### config.mk
export PLATFORM = sky130hd
export DESIGN_NAME = rle_pattern_run_parser
export DESIGN_NICKNAME = d
export VERILOG_FILES = /design/src/rtl/rlp_pkg.sv /design/src/rtl/rle_pattern_run_parser.sv /design/src/rtl/rlp_front.sv /design/src/rtl/rlp_queue.sv /design/src/rtl/rlp_back.sv
export VERILOG_INCLUDE_DIRS = /design/src /design/src/rtl
export SDC_FILE = /design/constraint.sdc
export NUM_CORES = 1
export LEC_CHECK = 0
export CORE_UTILIZATION = 60
export CTS_BUF_LIST = sky130_fd_sc_hd__clkbuf_4 sky130_fd_sc_hd__clkbuf_8 sky130_fd_sc_hd__clkbuf_16
export DETAILED_ROUTE_END_ITERATION = 7
export DONT_BUFFER_PORTS = 1
export GPL_TIMING_DRIVEN = 0
export HOLD_SLACK_MARGIN = 0.02
export PLACE_DENSITY = 0.87
export REMOVE_ABC_BUFFERS = 1
export SETUP_SLACK_MARGIN = 0.2
export SYNTH_ARGS = -nofsm -noshare
export SYNTH_HDL_FRONTEND = slang
export SYNTH_SLANG_ARGS = --single-unit
### constraint.sdc
create_clock -name i_clk -period 7.27 [get_ports i_clk]
set_input_delay 0.3635 -clock i_clk [delete_from_list [all_inputs] [get_ports i_clk]]
set_output_delay 0.3635 -clock i_clk [all_outputs]
set_load 0.03 [all_outputs]
### src/rtl/rle_pattern_run_parser_assert.svh
// Assertion macros used by the parser back end (rlp_back).
// Simulation builds get the checks; synthesis builds get empty bodies.
`ifndef RLE_PATTERN_RUN_PARSER_ASSERT_SVH
`define RLE_PATTERN_RUN_PARSER_ASSERT_SVH
`ifndef SYNTHESIS
// check only outside reset
`define RLP_ASSERT_RST(label, clk, rst_n, prop, msg) \
    label: assert property (@(posedge clk) disable iff (!rst_n) prop) else $error(msg);
// check at every edge, reset included
`define RLP_ASSERT_ON(label, clk, prop, msg) \
    label: assert property (@(posedge clk) prop) else $error(msg);
`else
`define RLP_ASSERT_RST(label, clk, rst_n, prop, msg)
`define RLP_ASSERT_ON(label, clk, prop, msg)
`endif
`endif

### src/rtl/rlp_pkg.sv
`default_nettype none
package rlp_pkg;

    localparam int COORD_BITS = 16;
    localparam int FIELD_W    = 16;
    localparam int CFG_W      = 16;
    localparam int BYTE_W     = 8;
    localparam int DIGIT_W    = 4;

    localparam int QUEUE_DEPTH = 4;
    localparam int QPTR_W      = $clog2(QUEUE_DEPTH);
    localparam int QCNT_W      = $clog2(QUEUE_DEPTH + 1);

    // ASCII codes the parser reacts to
    localparam logic [BYTE_W-1:0] CH_HASH   = 8'h23;
    localparam logic [BYTE_W-1:0] CH_X      = 8'h78;
    localparam logic [BYTE_W-1:0] CH_COMMA  = 8'h2C;
    localparam logic [BYTE_W-1:0] CH_NL     = 8'h0A;
    localparam logic [BYTE_W-1:0] CH_O      = 8'h6F;
    localparam logic [BYTE_W-1:0] CH_B      = 8'h62;
    localparam logic [BYTE_W-1:0] CH_DOLLAR = 8'h24;
    localparam logic [BYTE_W-1:0] CH_BANG   = 8'h21;
    localparam logic [BYTE_W-1:0] CH_ZERO   = 8'h30;
    localparam logic [BYTE_W-1:0] CH_NINE   = 8'h39;

    localparam logic KIND_RUN = 1'b0;
    localparam logic KIND_END = 1'b1;

    typedef enum logic [2:0] {
        OP_DIGIT,
        OP_HDR_X,
        OP_HDR_Y,
        OP_RUN,
        OP_SKIP,
        OP_ROW,
        OP_END
    } t_op;

    typedef struct packed {
        t_op                op;
        logic [DIGIT_W-1:0] digit;
    } t_tok;

    typedef struct packed {
        logic [CFG_W-1:0] grid_cols;
        logic [CFG_W-1:0] grid_rows;
    } t_cfg;

endpackage
`default_nettype wire

### src/rtl/rle_pattern_run_parser.sv
`default_nettype none
// Run-length encoded pattern parser. Feed the pattern text one ASCII byte per
// transfer on i_in_byte; live runs come out as (row, column, length) with
// o_out_kind low, and the '!' terminator gives one result with o_out_kind high
// and zero fields, after which all bytes are ignored until reset. Comment lines
// and the rule line are skipped, and the header x and y values center the
// pattern in the grid set by grid_cols (address 0) and grid_rows (address 4);
// write those only while the parser is idle. While o_in_stall is low the
// parser takes one byte every cycle: the front end classifies each byte in the
// cycle it transfers and hands a token through a four-entry queue to the back
// end, which updates the counters and cursors and places a result in a
// one-entry output register. A result is registered in the queue and then in
// the output register before it is offered. While a waiting result is stalled,
// the queue absorbs up to four more tokens before o_in_stall rises; bytes that
// make no token do not occupy the queue.
module rle_pattern_run_parser (
    input  wire logic                        i_clk,
    input  wire logic                        i_rst_n,
    input  wire logic                        i_in_valid,
    output logic                             o_in_stall,
    input  wire logic [rlp_pkg::BYTE_W-1:0]  i_in_byte,
    output logic                             o_out_valid,
    input  wire logic                        i_out_stall,
    output logic                             o_out_kind,
    output logic [rlp_pkg::FIELD_W-1:0]      o_out_row,
    output logic [rlp_pkg::FIELD_W-1:0]      o_out_col,
    output logic [rlp_pkg::FIELD_W-1:0]      o_out_length,
    input  wire logic                        psel,
    input  wire logic                        penable,
    input  wire logic                        pwrite,
    input  wire logic [2:0]                  paddr,
    input  wire logic [31:0]                 pwdata,
    output logic [31:0]                      prdata,
    output logic                             pready
);
    import rlp_pkg::*;

    localparam logic             REG_GRID_COLS = 1'b0;
    localparam logic             REG_GRID_ROWS = 1'b1;
    localparam logic [CFG_W-1:0] GRID_RESET    = CFG_W'(256);

    t_cfg r_cfg;
    logic cfg_write;
    logic in_accept;
    logic q_full;
    logic q_push;
    logic q_valid;
    logic q_pop;
    t_tok front_tok;
    t_tok q_tok;

    assign pready    = 1'b1;
    assign cfg_write = psel && penable && pwrite && pready;

    always_ff @(posedge i_clk) begin
        if (!i_rst_n) begin
            r_cfg.grid_cols <= GRID_RESET;
            r_cfg.grid_rows <= GRID_RESET;
        end else if (cfg_write) begin
            unique case (paddr[2])
                REG_GRID_COLS: r_cfg.grid_cols <= pwdata[CFG_W-1:0];
                REG_GRID_ROWS: r_cfg.grid_rows <= pwdata[CFG_W-1:0];
                default:       r_cfg.grid_cols <= r_cfg.grid_cols;
            endcase
        end
    end

    always_comb begin
        unique case (paddr[2])
            REG_GRID_COLS: prdata = 32'(r_cfg.grid_cols);
            REG_GRID_ROWS: prdata = 32'(r_cfg.grid_rows);
            default:       prdata = '0;
        endcase
    end

    assign o_in_stall = q_full;
    assign in_accept  = i_in_valid && !q_full;

    rlp_front u_front (
        .i_clk    (i_clk),
        .i_rst_n  (i_rst_n),
        .i_accept (in_accept),
        .i_byte   (i_in_byte),
        .o_push   (q_push),
        .o_tok    (front_tok)
    );

    rlp_queue u_queue (
        .i_clk   (i_clk),
        .i_rst_n (i_rst_n),
        .i_push  (q_push),
        .i_tok   (front_tok),
        .o_full  (q_full),
        .o_valid (q_valid),
        .i_pop   (q_pop),
        .o_tok   (q_tok)
    );

    rlp_back u_back (
        .i_clk        (i_clk),
        .i_rst_n      (i_rst_n),
        .i_cfg        (r_cfg),
        .i_q_valid    (q_valid),
        .i_q_tok      (q_tok),
        .o_pop        (q_pop),
        .o_out_valid  (o_out_valid),
        .i_out_stall  (i_out_stall),
        .o_out_kind   (o_out_kind),
        .o_out_row    (o_out_row),
        .o_out_col    (o_out_col),
        .o_out_length (o_out_length)
    );

endmodule
`default_nettype wire

### src/rtl/rlp_front.sv
`default_nettype none
module rlp_front (
    input  wire logic                       i_clk,
    input  wire logic                       i_rst_n,
    input  wire logic                       i_accept,
    input  wire logic [rlp_pkg::BYTE_W-1:0] i_byte,
    output logic                            o_push,
    output rlp_pkg::t_tok                   o_tok
);
    import rlp_pkg::*;

    localparam logic [2:0] PH_LINE    = 3'd0;
    localparam logic [2:0] PH_COMMENT = 3'd1;
    localparam logic [2:0] PH_HDR_X   = 3'd2;
    localparam logic [2:0] PH_HDR_Y   = 3'd3;
    localparam logic [2:0] PH_RULE    = 3'd4;
    localparam logic [2:0] PH_BODY    = 3'd5;
    localparam logic [2:0] PH_DONE    = 3'd6;

    logic [2:0] r_phase;
    logic [2:0] n_phase;
    logic       is_digit;
    logic       tok_valid;

    assign is_digit = (i_byte >= CH_ZERO) && (i_byte <= CH_NINE);

    always_comb begin
        n_phase   = r_phase;
        tok_valid = 1'b0;
        o_tok.op    = OP_DIGIT;
        o_tok.digit = i_byte[DIGIT_W-1:0];
        unique case (r_phase)
            PH_LINE: begin
                if (i_byte == CH_HASH) begin
                    n_phase = PH_COMMENT;
                end else if (i_byte == CH_X) begin
                    n_phase = PH_HDR_X;
                end
            end
            PH_COMMENT: begin
                if (i_byte == CH_NL) begin
                    n_phase = PH_LINE;
                end
            end
            PH_HDR_X, PH_HDR_Y: begin
                if (is_digit) begin
                    tok_valid = 1'b1;
                end else if (i_byte == CH_COMMA) begin
                    tok_valid = 1'b1;
                    o_tok.op  = (r_phase == PH_HDR_X) ? OP_HDR_X : OP_HDR_Y;
                    n_phase   = (r_phase == PH_HDR_X) ? PH_HDR_Y : PH_RULE;
                end
            end
            PH_RULE: begin
                if (i_byte == CH_NL) begin
                    n_phase = PH_BODY;
                end
            end
            PH_BODY: begin
                tok_valid = 1'b1;
                if (is_digit) begin
                    o_tok.op = OP_DIGIT;
                end else if (i_byte == CH_O) begin
                    o_tok.op = OP_RUN;
                end else if (i_byte == CH_B) begin
                    o_tok.op = OP_SKIP;
                end else if (i_byte == CH_DOLLAR) begin
                    o_tok.op = OP_ROW;
                end else if (i_byte == CH_BANG) begin
                    o_tok.op = OP_END;
                    n_phase  = PH_DONE;
                end else begin
                    tok_valid = 1'b0;
                end
            end
            default: begin
                // ended, or the unused code: ignore everything
                n_phase = r_phase;
            end
        endcase
    end

    assign o_push = i_accept && tok_valid;

    always_ff @(posedge i_clk) begin
        if (!i_rst_n) begin
            r_phase <= PH_LINE;
        end else if (i_accept) begin
            r_phase <= n_phase;
        end
    end

endmodule
`default_nettype wire

### src/rtl/rlp_queue.sv
`default_nettype none
module rlp_queue (
    input  wire logic          i_clk,
    input  wire logic          i_rst_n,
    input  wire logic          i_push,
    input  wire rlp_pkg::t_tok i_tok,
    output logic               o_full,
    output logic               o_valid,
    input  wire logic          i_pop,
    output rlp_pkg::t_tok      o_tok
);
    import rlp_pkg::*;

    t_tok              r_mem [QUEUE_DEPTH];
    logic [QPTR_W-1:0] r_wptr;
    logic [QPTR_W-1:0] r_rptr;
    logic [QCNT_W-1:0] r_count;
    logic              do_push;
    logic              do_pop;

    assign o_full  = (r_count == QCNT_W'(QUEUE_DEPTH));
    assign o_valid = (r_count != '0);
    assign o_tok   = r_mem[r_rptr];
    assign do_push = i_push && !o_full;
    assign do_pop  = i_pop && o_valid;

    always_ff @(posedge i_clk) begin
        if (do_push) begin
            r_mem[r_wptr] <= i_tok;
        end
    end

    always_ff @(posedge i_clk) begin
        if (!i_rst_n) begin
            r_wptr  <= '0;
            r_rptr  <= '0;
            r_count <= '0;
        end else begin
            if (do_push) begin
                r_wptr <= r_wptr + QPTR_W'(1);
            end
            if (do_pop) begin
                r_rptr <= r_rptr + QPTR_W'(1);
            end
            if (do_push && !do_pop) begin
                r_count <= r_count + QCNT_W'(1);
            end else if (do_pop && !do_push) begin
                r_count <= r_count - QCNT_W'(1);
            end
        end
    end

endmodule
`default_nettype wire

### src/rtl/rlp_back.sv
`default_nettype none
`include "rle_pattern_run_parser_assert.svh"
module rlp_back (
    input  wire logic                        i_clk,
    input  wire logic                        i_rst_n,
    input  wire rlp_pkg::t_cfg               i_cfg,
    input  wire logic                        i_q_valid,
    input  wire rlp_pkg::t_tok               i_q_tok,
    output logic                             o_pop,
    output logic                             o_out_valid,
    input  wire logic                        i_out_stall,
    output logic                             o_out_kind,
    output logic [rlp_pkg::FIELD_W-1:0]      o_out_row,
    output logic [rlp_pkg::FIELD_W-1:0]      o_out_col,
    output logic [rlp_pkg::FIELD_W-1:0]      o_out_length
);
    import rlp_pkg::*;

    localparam int ACC_W = COORD_BITS + 4;
    localparam int CEN_W = (COORD_BITS > CFG_W) ? COORD_BITS : CFG_W;
    localparam logic [COORD_BITS-1:0] COORD_MAX = '1;

    logic [COORD_BITS-1:0] r_acc, n_acc;
    logic                  r_digits, n_digits;
    logic [COORD_BITS-1:0] r_start_col, n_start_col;
    logic [COORD_BITS-1:0] r_row, n_row;
    logic [COORD_BITS-1:0] r_col, n_col;

    logic                  r_out_valid;
    logic                  r_out_kind;
    logic [FIELD_W-1:0]    r_out_row;
    logic [FIELD_W-1:0]    r_out_col;
    logic [FIELD_W-1:0]    r_out_len;

    logic                  slot_free;
    logic                  emit;
    logic                  emit_kind;
    logic [ACC_W-1:0]      acc_wide;
    logic [COORD_BITS-1:0] acc_sat;
    logic [COORD_BITS-1:0] run_len;
    logic [COORD_BITS:0]   col_sum;
    logic [COORD_BITS:0]   row_sum;
    logic [COORD_BITS-1:0] col_sat;
    logic [COORD_BITS-1:0] row_sat;

    // half grid minus half size, floored at zero
    function automatic logic [COORD_BITS-1:0] centre(
        input logic [CFG_W-1:0]      grid,
        input logic [COORD_BITS-1:0] size
    );
        logic [CEN_W-1:0] g;
        logic [CEN_W-1:0] s;
        g = CEN_W'(grid) >> 1;
        s = CEN_W'(size) >> 1;
        return (s > g) ? '0 : COORD_BITS'(g - s);
    endfunction

    assign slot_free = !r_out_valid || !i_out_stall;
    assign o_pop     = i_q_valid && slot_free;

    assign acc_wide = (ACC_W'(r_acc) << 3) + (ACC_W'(r_acc) << 1) + ACC_W'(i_q_tok.digit);
    assign acc_sat  = (acc_wide > ACC_W'(COORD_MAX)) ? COORD_MAX : acc_wide[COORD_BITS-1:0];
    assign run_len  = r_digits ? r_acc : COORD_BITS'(1);
    assign col_sum  = {1'b0, r_col} + {1'b0, run_len};
    assign row_sum  = {1'b0, r_row} + {1'b0, run_len};
    assign col_sat  = col_sum[COORD_BITS] ? COORD_MAX : col_sum[COORD_BITS-1:0];
    assign row_sat  = row_sum[COORD_BITS] ? COORD_MAX : row_sum[COORD_BITS-1:0];

    always_comb begin
        n_acc       = r_acc;
        n_digits    = r_digits;
        n_start_col = r_start_col;
        n_row       = r_row;
        n_col       = r_col;
        emit        = 1'b0;
        emit_kind   = KIND_RUN;
        if (o_pop) begin
            unique case (i_q_tok.op)
                OP_DIGIT: begin
                    n_acc    = acc_sat;
                    n_digits = 1'b1;
                end
                OP_HDR_X: begin
                    n_start_col = centre(i_cfg.grid_cols, r_acc);
                    n_col       = n_start_col;
                    n_acc       = '0;
                    n_digits    = 1'b0;
                end
                OP_HDR_Y: begin
                    n_row    = centre(i_cfg.grid_rows, r_acc);
                    n_acc    = '0;
                    n_digits = 1'b0;
                end
                OP_RUN: begin
                    emit     = (run_len != '0);
                    n_col    = col_sat;
                    n_acc    = '0;
                    n_digits = 1'b0;
                end
                OP_SKIP: begin
                    n_col    = col_sat;
                    n_acc    = '0;
                    n_digits = 1'b0;
                end
                OP_ROW: begin
                    n_row    = row_sat;
                    n_col    = r_start_col;
                    n_acc    = '0;
                    n_digits = 1'b0;
                end
                OP_END: begin
                    emit      = 1'b1;
                    emit_kind = KIND_END;
                end
                default: begin
                    emit = 1'b0;
                end
            endcase
        end
    end

    always_ff @(posedge i_clk) begin
        if (!i_rst_n) begin
            r_acc       <= '0;
            r_digits    <= 1'b0;
            r_start_col <= '0;
            r_row       <= '0;
            r_col       <= '0;
            r_out_valid <= 1'b0;
        end else begin
            r_acc       <= n_acc;
            r_digits    <= n_digits;
            r_start_col <= n_start_col;
            r_row       <= n_row;
            r_col       <= n_col;
            if (slot_free) begin
                r_out_valid <= emit;
            end
        end
    end

    // payload: load only when the slot is free, hold while stalled
    always_ff @(posedge i_clk) begin
        if (slot_free) begin
            r_out_kind <= emit_kind;
            if (emit_kind == KIND_END) begin
                r_out_row <= '0;
                r_out_col <= '0;
                r_out_len <= '0;
            end else begin
                r_out_row <= FIELD_W'(r_row);
                r_out_col <= FIELD_W'(r_col);
                r_out_len <= FIELD_W'(run_len);
            end
        end
    end

    assign o_out_valid  = r_out_valid;
    assign o_out_kind   = r_out_kind;
    assign o_out_row    = r_out_row;
    assign o_out_col    = r_out_col;
    assign o_out_length = r_out_len;

    `RLP_ASSERT_RST(a_end_zero, i_clk, i_rst_n,
        (r_out_valid && r_out_kind == KIND_END) |->
            (r_out_row == '0 && r_out_col == '0 && r_out_len == '0),
        "end marker carries nonzero fields")
    `RLP_ASSERT_RST(a_run_nonzero, i_clk, i_rst_n,
        (r_out_valid && r_out_kind == KIND_RUN) |-> (r_out_len != '0),
        "live run of zero length")
    `RLP_ASSERT_RST(a_row_home, i_clk, i_rst_n,
        (o_pop && i_q_tok.op == OP_ROW) |=> (r_col == r_start_col && !r_digits),
        "row advance did not return column")
    `RLP_ASSERT_RST(a_digit_seen, i_clk, i_rst_n,
        (o_pop && i_q_tok.op == OP_DIGIT) |=> r_digits,
        "digit not recorded")
    `RLP_ASSERT_ON(a_reset_empty, i_clk, !i_rst_n |=> !r_out_valid, "result pending after reset")

endmodule
`default_nettype wire

==> results of run 1 <==
==> final cells by class <==
type | count | area share, %
inverter | 48 | 1.43
multi-input combinational | 994 | 54.7
tap | 265 | 2.63
sequential | 187 | 35.8
timing repair buffer | 10 | 0.912
clock buffer | 17 | 3.37
clock inverter | 15 | 1.20
==> per-layer routing <==
| metal | up-vias | global-route usage (%) | share of wire, % | routed length, um |
|---|---|---|---|---|
| met1 | 4667 | 37.5 | 41 | 12200 |
| li1 | 4632 | - | - | - |
| met2 | 481 | 50.0 | 47 | 13800 |
| met3 | 88 | 4.93 | 6.8 | 2000 |
| met5 | - | 0 | 0 | 0 |
| met4 | 0 | 16.1 | 4.6 | 1360 |
==> power groups by stage <==
stage	combinational [W]	sequential, W	clock [W]
floorplan	0.000886	0.00158	0
global placement	0.00109	0.00163	0
detailed placement	0.00116	0.00163	0
CTS	0.00117	0.00161	0.000921
global route	0.00133	0.00163	0.000961
finish	0.00120	0.00161	0.000911
==> cells in the final DEF (no fill, tap or decap), drive strengths merged, types with 9 or more instances in the layout <==
master,instances
nand3,36
a211o,9
xnor2,39
o21ai,91
a31oi,29
nand4,14
ha,98
conb,17
a221oi,10
dfxtp,110
and2,29
mux2,16
clkbuf,17
a211oi,15
nand2,139
nor2b,57
a21boi,44
a221o,16
nor2,63
nand2b,11
a21oi,69
o21a,16
inv,58
xor2,16
nor3,17
a21o,24
edfxtp,77
==> state kept, by name, indices dropped and copies added, names as in the netlist, 2 cells and up, named ones only <==
name / count
u_front.r_phase: 3
u_back.r_start_col: 16
u_queue.r_mem: 28
u_back.o_out_length: 16
u_back.r_col: 16
u_back.r_acc: 16
u_queue.r_wptr: 2
u_queue.r_count: 3
u_queue.r_rptr: 2
u_back.o_out_row: 16
r_cfg: 32
u_back.o_out_col: 16
u_back.r_row: 16
==> cell families after synthesis <==
family	after synthesis	share of synthesized area (%)
AO/OA/AOI/OAI	378	21.5
buffers and inverters	121	4.49
XOR/XNOR	55	4.05
multiplexers	27	3.18
other	2	0.0632
AND/OR/NAND/NOR	412	17.2
adder cells (fa/ha/maj)	105	11.5
flip-flops	187	38.0
==> worst paths after layout <==
kind                                  end  slack [ps]  cells past startpoint
max          u_back.r_acc[6]$_SDFFE_PN0P_        2910                     11
min                 r_cfg[8]$_SDFFE_PN1P_          50                      2
max reg2reg  u_back.r_acc[6]$_SDFFE_PN0P_        2910                     11
min reg2reg         r_cfg[0]$_SDFFE_PN0P_         460                      2
==> worst max-delay path: cells and delay by family (launching register included) <==
family	cells	cell delay (ps)
compound gates	7	1670
fa+ha+maj	2	850
flops	1	620
mux	1	570
simple gates	1	510
==> synthesized netlist by cell type (8+ instances only) <==
| cell | n |
|---|---|
| a21boi_0 | 44 |
| a221o_1 | 16 |
| a21o_1 | 24 |
| and2_1 | 29 |
| nand3_1 | 36 |
| o211ai_1 | 8 |
| xor2_1 | 16 |
| a211o_1 | 9 |
| nor2b_1 | 57 |
| o21ai_0 | 89 |
| inv_1 | 48 |
| nor3_1 | 17 |
| nor2_1 | 63 |
| nand4_1 | 14 |
| a221oi_1 | 10 |
| clkbuf_1 | 47 |
| edfxtp_1 | 77 |
| mux2_2 | 16 |
| ha_1 | 98 |
| a31oi_1 | 29 |
| buf_4 | 17 |
| a211oi_1 | 15 |
| dfxtp_1 | 110 |
| nand2_1 | 139 |
| a21oi_1 | 63 |
| o21bai_1 | 8 |
| xnor2_1 | 39 |
| o21a_1 | 16 |
| nand2b_1 | 11 |
==> through the flow <==
step / hold WS, ps / util [%] / std cells / cell area [sq um] / worst slack (ps)
6_report: 45.8 / 64.9 / 1536 / 12600 / 2910
5_1_grt: 45.7 / 64.9 / 1536 / 12600 / 2700
4_1_cts: 34.0 / 64.8 / 1536 / 12600 / 2900
3_5_place_dp: 453 / 61.6 / 1499 / 12000 / 2940
3_3_place_gp: 448 / 61.2 / 1494 / 11900 / 1430
2_1_floorplan: 435 / - / 1229 / 11600 / 2810
==> repair_timing <==
action / 4_1_cts / 5_1_grt
hold endpoints to repair: 18 / 0
hold buffers: 5 / 0
setup buffers: 0 / 0
==> out/summary.txt, run 1 <==
status: completed
Die Span X: 143 um
# port buffers: 0
P_sw: 0.00147 W
Slew HR: 11.7%
area occupied by registers: 4510 sq um
sequential cell area fraction in the yosys report: 38.0%
Post-synth top flop: dfxtp_1
Max Cap Viol: 0
RSZ-0062 raised after global routing: false
area of the core: 19,500 sq um
post-CTS sizing: 0
synth unique cells: 75
ys async rst share: 0%
CP Max Fanout: 16
setup_tns: 0 ps
I/O Pins: 134
Rows: 51
area leader, netlist: edfxtp_1
max-slew violations: 0
Sequential Power Share: 43.3%
global-route wire length before repair: 47,500 um
Critical-path top delay cell: dfxtp_1
EDFF count, synth: 77
synth top area cells: edfxtp_1 (19%), dfxtp_1 (19%), ha_1 (10%), nand2_1 (4.4%), o21ai_0 (3.7%)
Clock Latency Late Sink: 440 ps
Via density: 6.42
clk buf depth: 2
layout cells sized above 1: 6.69%
Final HPWL DP: 21,200 um
Multi-input gate area: 6910 sq um
Tmin final: 4360 ps
Worst VDD drop: 211 uV
Final period util: 60.0%
clock-pin slew on the worst setup and hold paths: 80 ps
final count of hold timing violations: 0
initial antenna violation count: 0
yosys warns: 0
hold_sp: pwdata[8]
Startpoint Class: flop
Least-Margin Pin Slew: 1320 ps
Internal: 0.00224 W
data required time of the worst path: 7590 ps
CTS sink cnt: 187
diode count: 0
WP data arrival: 4680 ps
global route overflow: 0
Yosys top cell area share: 19.5%
Sw Ratio: 39.6%
DR pass1 iterations: 5
Die ar.: 20,400 sq um
DR DRC count: 0
DR iter-0 viols: 709
Post-Synthesis Cells: 1,287
vias in the first global route: 9,327
Routed WL: 29,300 um
CTS tree: yes
Max Clk Rate: 0.229 GHz
P&R area growth vs syn: 6.25%
Die Height: 143 um
Post-Syn Area: 11,900 sq um
CP peak stage delay: 620 ps
root buf cell: clkbuf_16
CTS Buf Count: 17
syn avg cell area: 9.23 sq um
critical-path cell list: mux4_2, fa_1, ha_1, a21oi_2, o2111ai_2, a21oi_2, o21ai_2, or4b_1, a32o_1, o31a_4, a221o_1
wire per inst: 19.1 um
final setup fails: 0
aggregate global-route resource usage: 30.1%
H-tree levels: 4
most frequent CP cell: a21oi_2
Worst Hold Class: in -> reg
critical path class: reg -> reg
Synth Register Bits: 187
ratio of total power to cell area: 294 nW/um^2
layout net count: 1,413
power consumption: 0.00372 W
starting density of the core: 61.1%
pin count of the biggest net entering global routing: 99
gpl congestion: 0.959
Detail Route Antenna Nets: 0
P_leak: 5.21 nW
DR vias: 9,868
combinational power share: 32.2%
clock share of power: 24.5%
critical path capture point type: flop
FILL cells: 1,534
final setup skew: 12.1 ps
Power figures use the tool's default switching activity.
==> inputs of run 2 (changes only) <==
Clock period 7.27 ns to 4.5 ns, I/O delays scaled along.
==> run 2 against run 1 <==
  * Sequential share of layout area down 0.53 points
  * Final cell count is 1.2% higher
  * Utilization grew 1.1 points
  * Hold slack improved by 59 ps
  * Maximum frequency grew 6.4%
  * Non-clock buffer count is 18 higher
  * Design area grew 1.6%
  * Critical path type unchanged
  * Highest routed layer unchanged
==> out/summary.txt, run 2 (synthesized netlist as in run 1, its figures left out) <==
clk buf depth: 2
P_leak: 5.29 nW
RSZ-0062 raised after global routing: false
r2r setup slk: 400 ps
pin count of the biggest net entering global routing: 96
final setup fails: 0
final worst slack: 399 ps
gpl congestion: 0.959
max reg flops: 32
global route overflow: 0
worst r2r path cells: 11
clock-pin slew on the worst setup and hold paths: 80 ps
Sequential Power Share: 43.0%
CTS tree: yes
DR pass1 iterations: 5
global-route wire length before repair: 48,400 um
Rows: 51
wire per inst: 19.6 um
root buf cell: clkbuf_16
r2r endpoint: u_back.r_acc[6]$_SDFFE_PN0P_
final setup skew: 11.8 ps
area occupied by registers: 4520 sq um
Worst Hold Class: in -> reg
Hold WS: 104 ps
P_sw: 0.00242 W
aggregate global-route resource usage: 30.8%
Startpoint Class: flop
ratio of total power to cell area: 472 nW/um^2
H-tree levels: 4
clock share of power: 24.4%
DR iter-0 viols: 832
CP Max Fanout: 16
top flop regs: r_cfg: 32 flops, u_queue.r_mem: 28 flops
P&R area growth vs syn: 7.98%
critical path capture point type: flop
critical path class: reg -> reg
starting density of the core: 61.1%
Die ar.: 20,400 sq um
# port buffers: 0
FILL cells: 1,491
CTS sink cnt: 187
Final period util: 91.1%
commonest non-fill, non-tap cell in the layout: nand2_1
Internal: 0.00364 W
initial antenna violation count: 0
Hold Path Stages: 4
Least-Margin Pin Slew: 1350 ps
setup bufs post-CTS: 0
final count of hold timing violations: 0
hold_sp: i_rst_n
Max Cap Viol: 0
worst slack at placement: 172 ps
area of the core: 19,500 sq um
Worst VDD drop: 338 uV
layout cells sized above 1: 6.90%
Slew HR: 9.83%
diode count: 0
vias in the first global route: 9,542
data required time of the worst path: 4810 ps
Via density: 6.45
WP data arrival: 4410 ps
DR vias: 10,030
combinational power share: 32.6%
DR DRC count: 0
largest register by flop count: r_cfg
Die Span X: 143 um
CTS Buf Count: 17
status: completed
Tmin final: 4100 ps
max-slew violations: 0
layout net count: 1,431
I/O Pins: 134
Routed WL: 30,400 um
Sw Ratio: 39.9%
hold endpoint: u_back.r_row[15]$_SDFFE_PN0P_
Final HPWL DP: 21,200 um
Die Height: 143 um
Max Clk Rate: 0.244 GHz
Multi-input gate area: 6910 sq um
most frequent cells in the layout: nand2_1 (138), dfxtp_1 (108), ha_1 (98), o21ai_0 (88), edfxtp_1 (77)
Clock Latency Late Sink: 440 ps
Detail Route Antenna Nets: 0
[run 2: how the worst max path moves through the flow]
stage / startpoint / endpoint / slack, ps / cells after the start
finish: flop / u_back.r_acc[6]$_SDFFE_PN0P_ / 400 / 11
global route: flop / u_back.r_acc[6]$_SDFFE_PN0P_ / 250 / 12
CTS: flop / u_back.r_acc[6]$_SDFFE_PN0P_ / 300 / 11
detailed placement: flop / u_back.r_acc[1]$_SDFFE_PN0P_ / 170 / 11
global placement: flop / u_back.o_out_kind$_DFFE_PN_ / -1340 / 3
floorplan: flop / u_back.o_out_kind$_DFFE_PN_ / 40 / 3
[run 2: power by group through the flow]
| stage | Clock (W) | Sequential, W | Combinational, W |
|---|---|---|---|
| 4_1_cts | 0.00149 | 0.00260 | 0.00193 |
| 3_5_place_dp | 0 | 0.00263 | 0.00187 |
| 5_1_grt | 0.00156 | 0.00264 | 0.00218 |
| 2_1_floorplan | 0 | 0.00256 | 0.00143 |
| 6_report | 0.00148 | 0.00260 | 0.00198 |
| 3_3_place_gp | 0 | 0.00263 | 0.00177 |
[run 2: critical path, stage by stage, from the launching register on]
cell	delay, ps
dfxtp_4	440
mux4_2	520
fa_1	500
ha_1	330
a21oi_2	170
o2111ai_2	180
a21oi_2	230
o21ai_2	110
or4b_1	510
a32o_1	290
o31a_4	360
a221o_1	320
[run 2: repair_timing]
item,in CTS,in global routing
hold buffers,23,0
endpoints found under the hold margin,110,0
gates resized for setup,1,3
setup endpoints to repair,16,17
[run 2: layout make-up]
type	count	share of cell area (%)
clock inverter	15	1.18
sequential	187	35.2
timing repair buffer	28	2.44
clock buffer	17	3.32
inverter	48	1.40
multi-input combinational	994	53.9
tap	265	2.58
[run 2: metrics by stage]
step / util [%] / setup TNS [ps] / instances / instance area (sq um) / total power (W)
after floorplan: - / 0 / 1229 / 11600 / 0.00399
after global placement: 61.2 / -47140 / 1494 / 11900 / 0.00440
after detailed placement: 61.6 / 0 / 1499 / 12000 / 0.00450
after CTS: 65.9 / 0 / 1554 / 12800 / 0.00601
after global routing: 65.9 / 0 / 1554 / 12800 / 0.00638
final: 65.9 / 0 / 1554 / 12800 / 0.00606
[run 2: layer usage]
metal	global-route usage, %	share of wire, %	routed length (um)	vias up
met5	0	0	0	-
met4	16.7	5.1	1550	0
met3	5.06	8.1	2460	113
met2	51.2	47	14300	537
met1	38.1	40	12100	4716
li1	-	-	-	4664
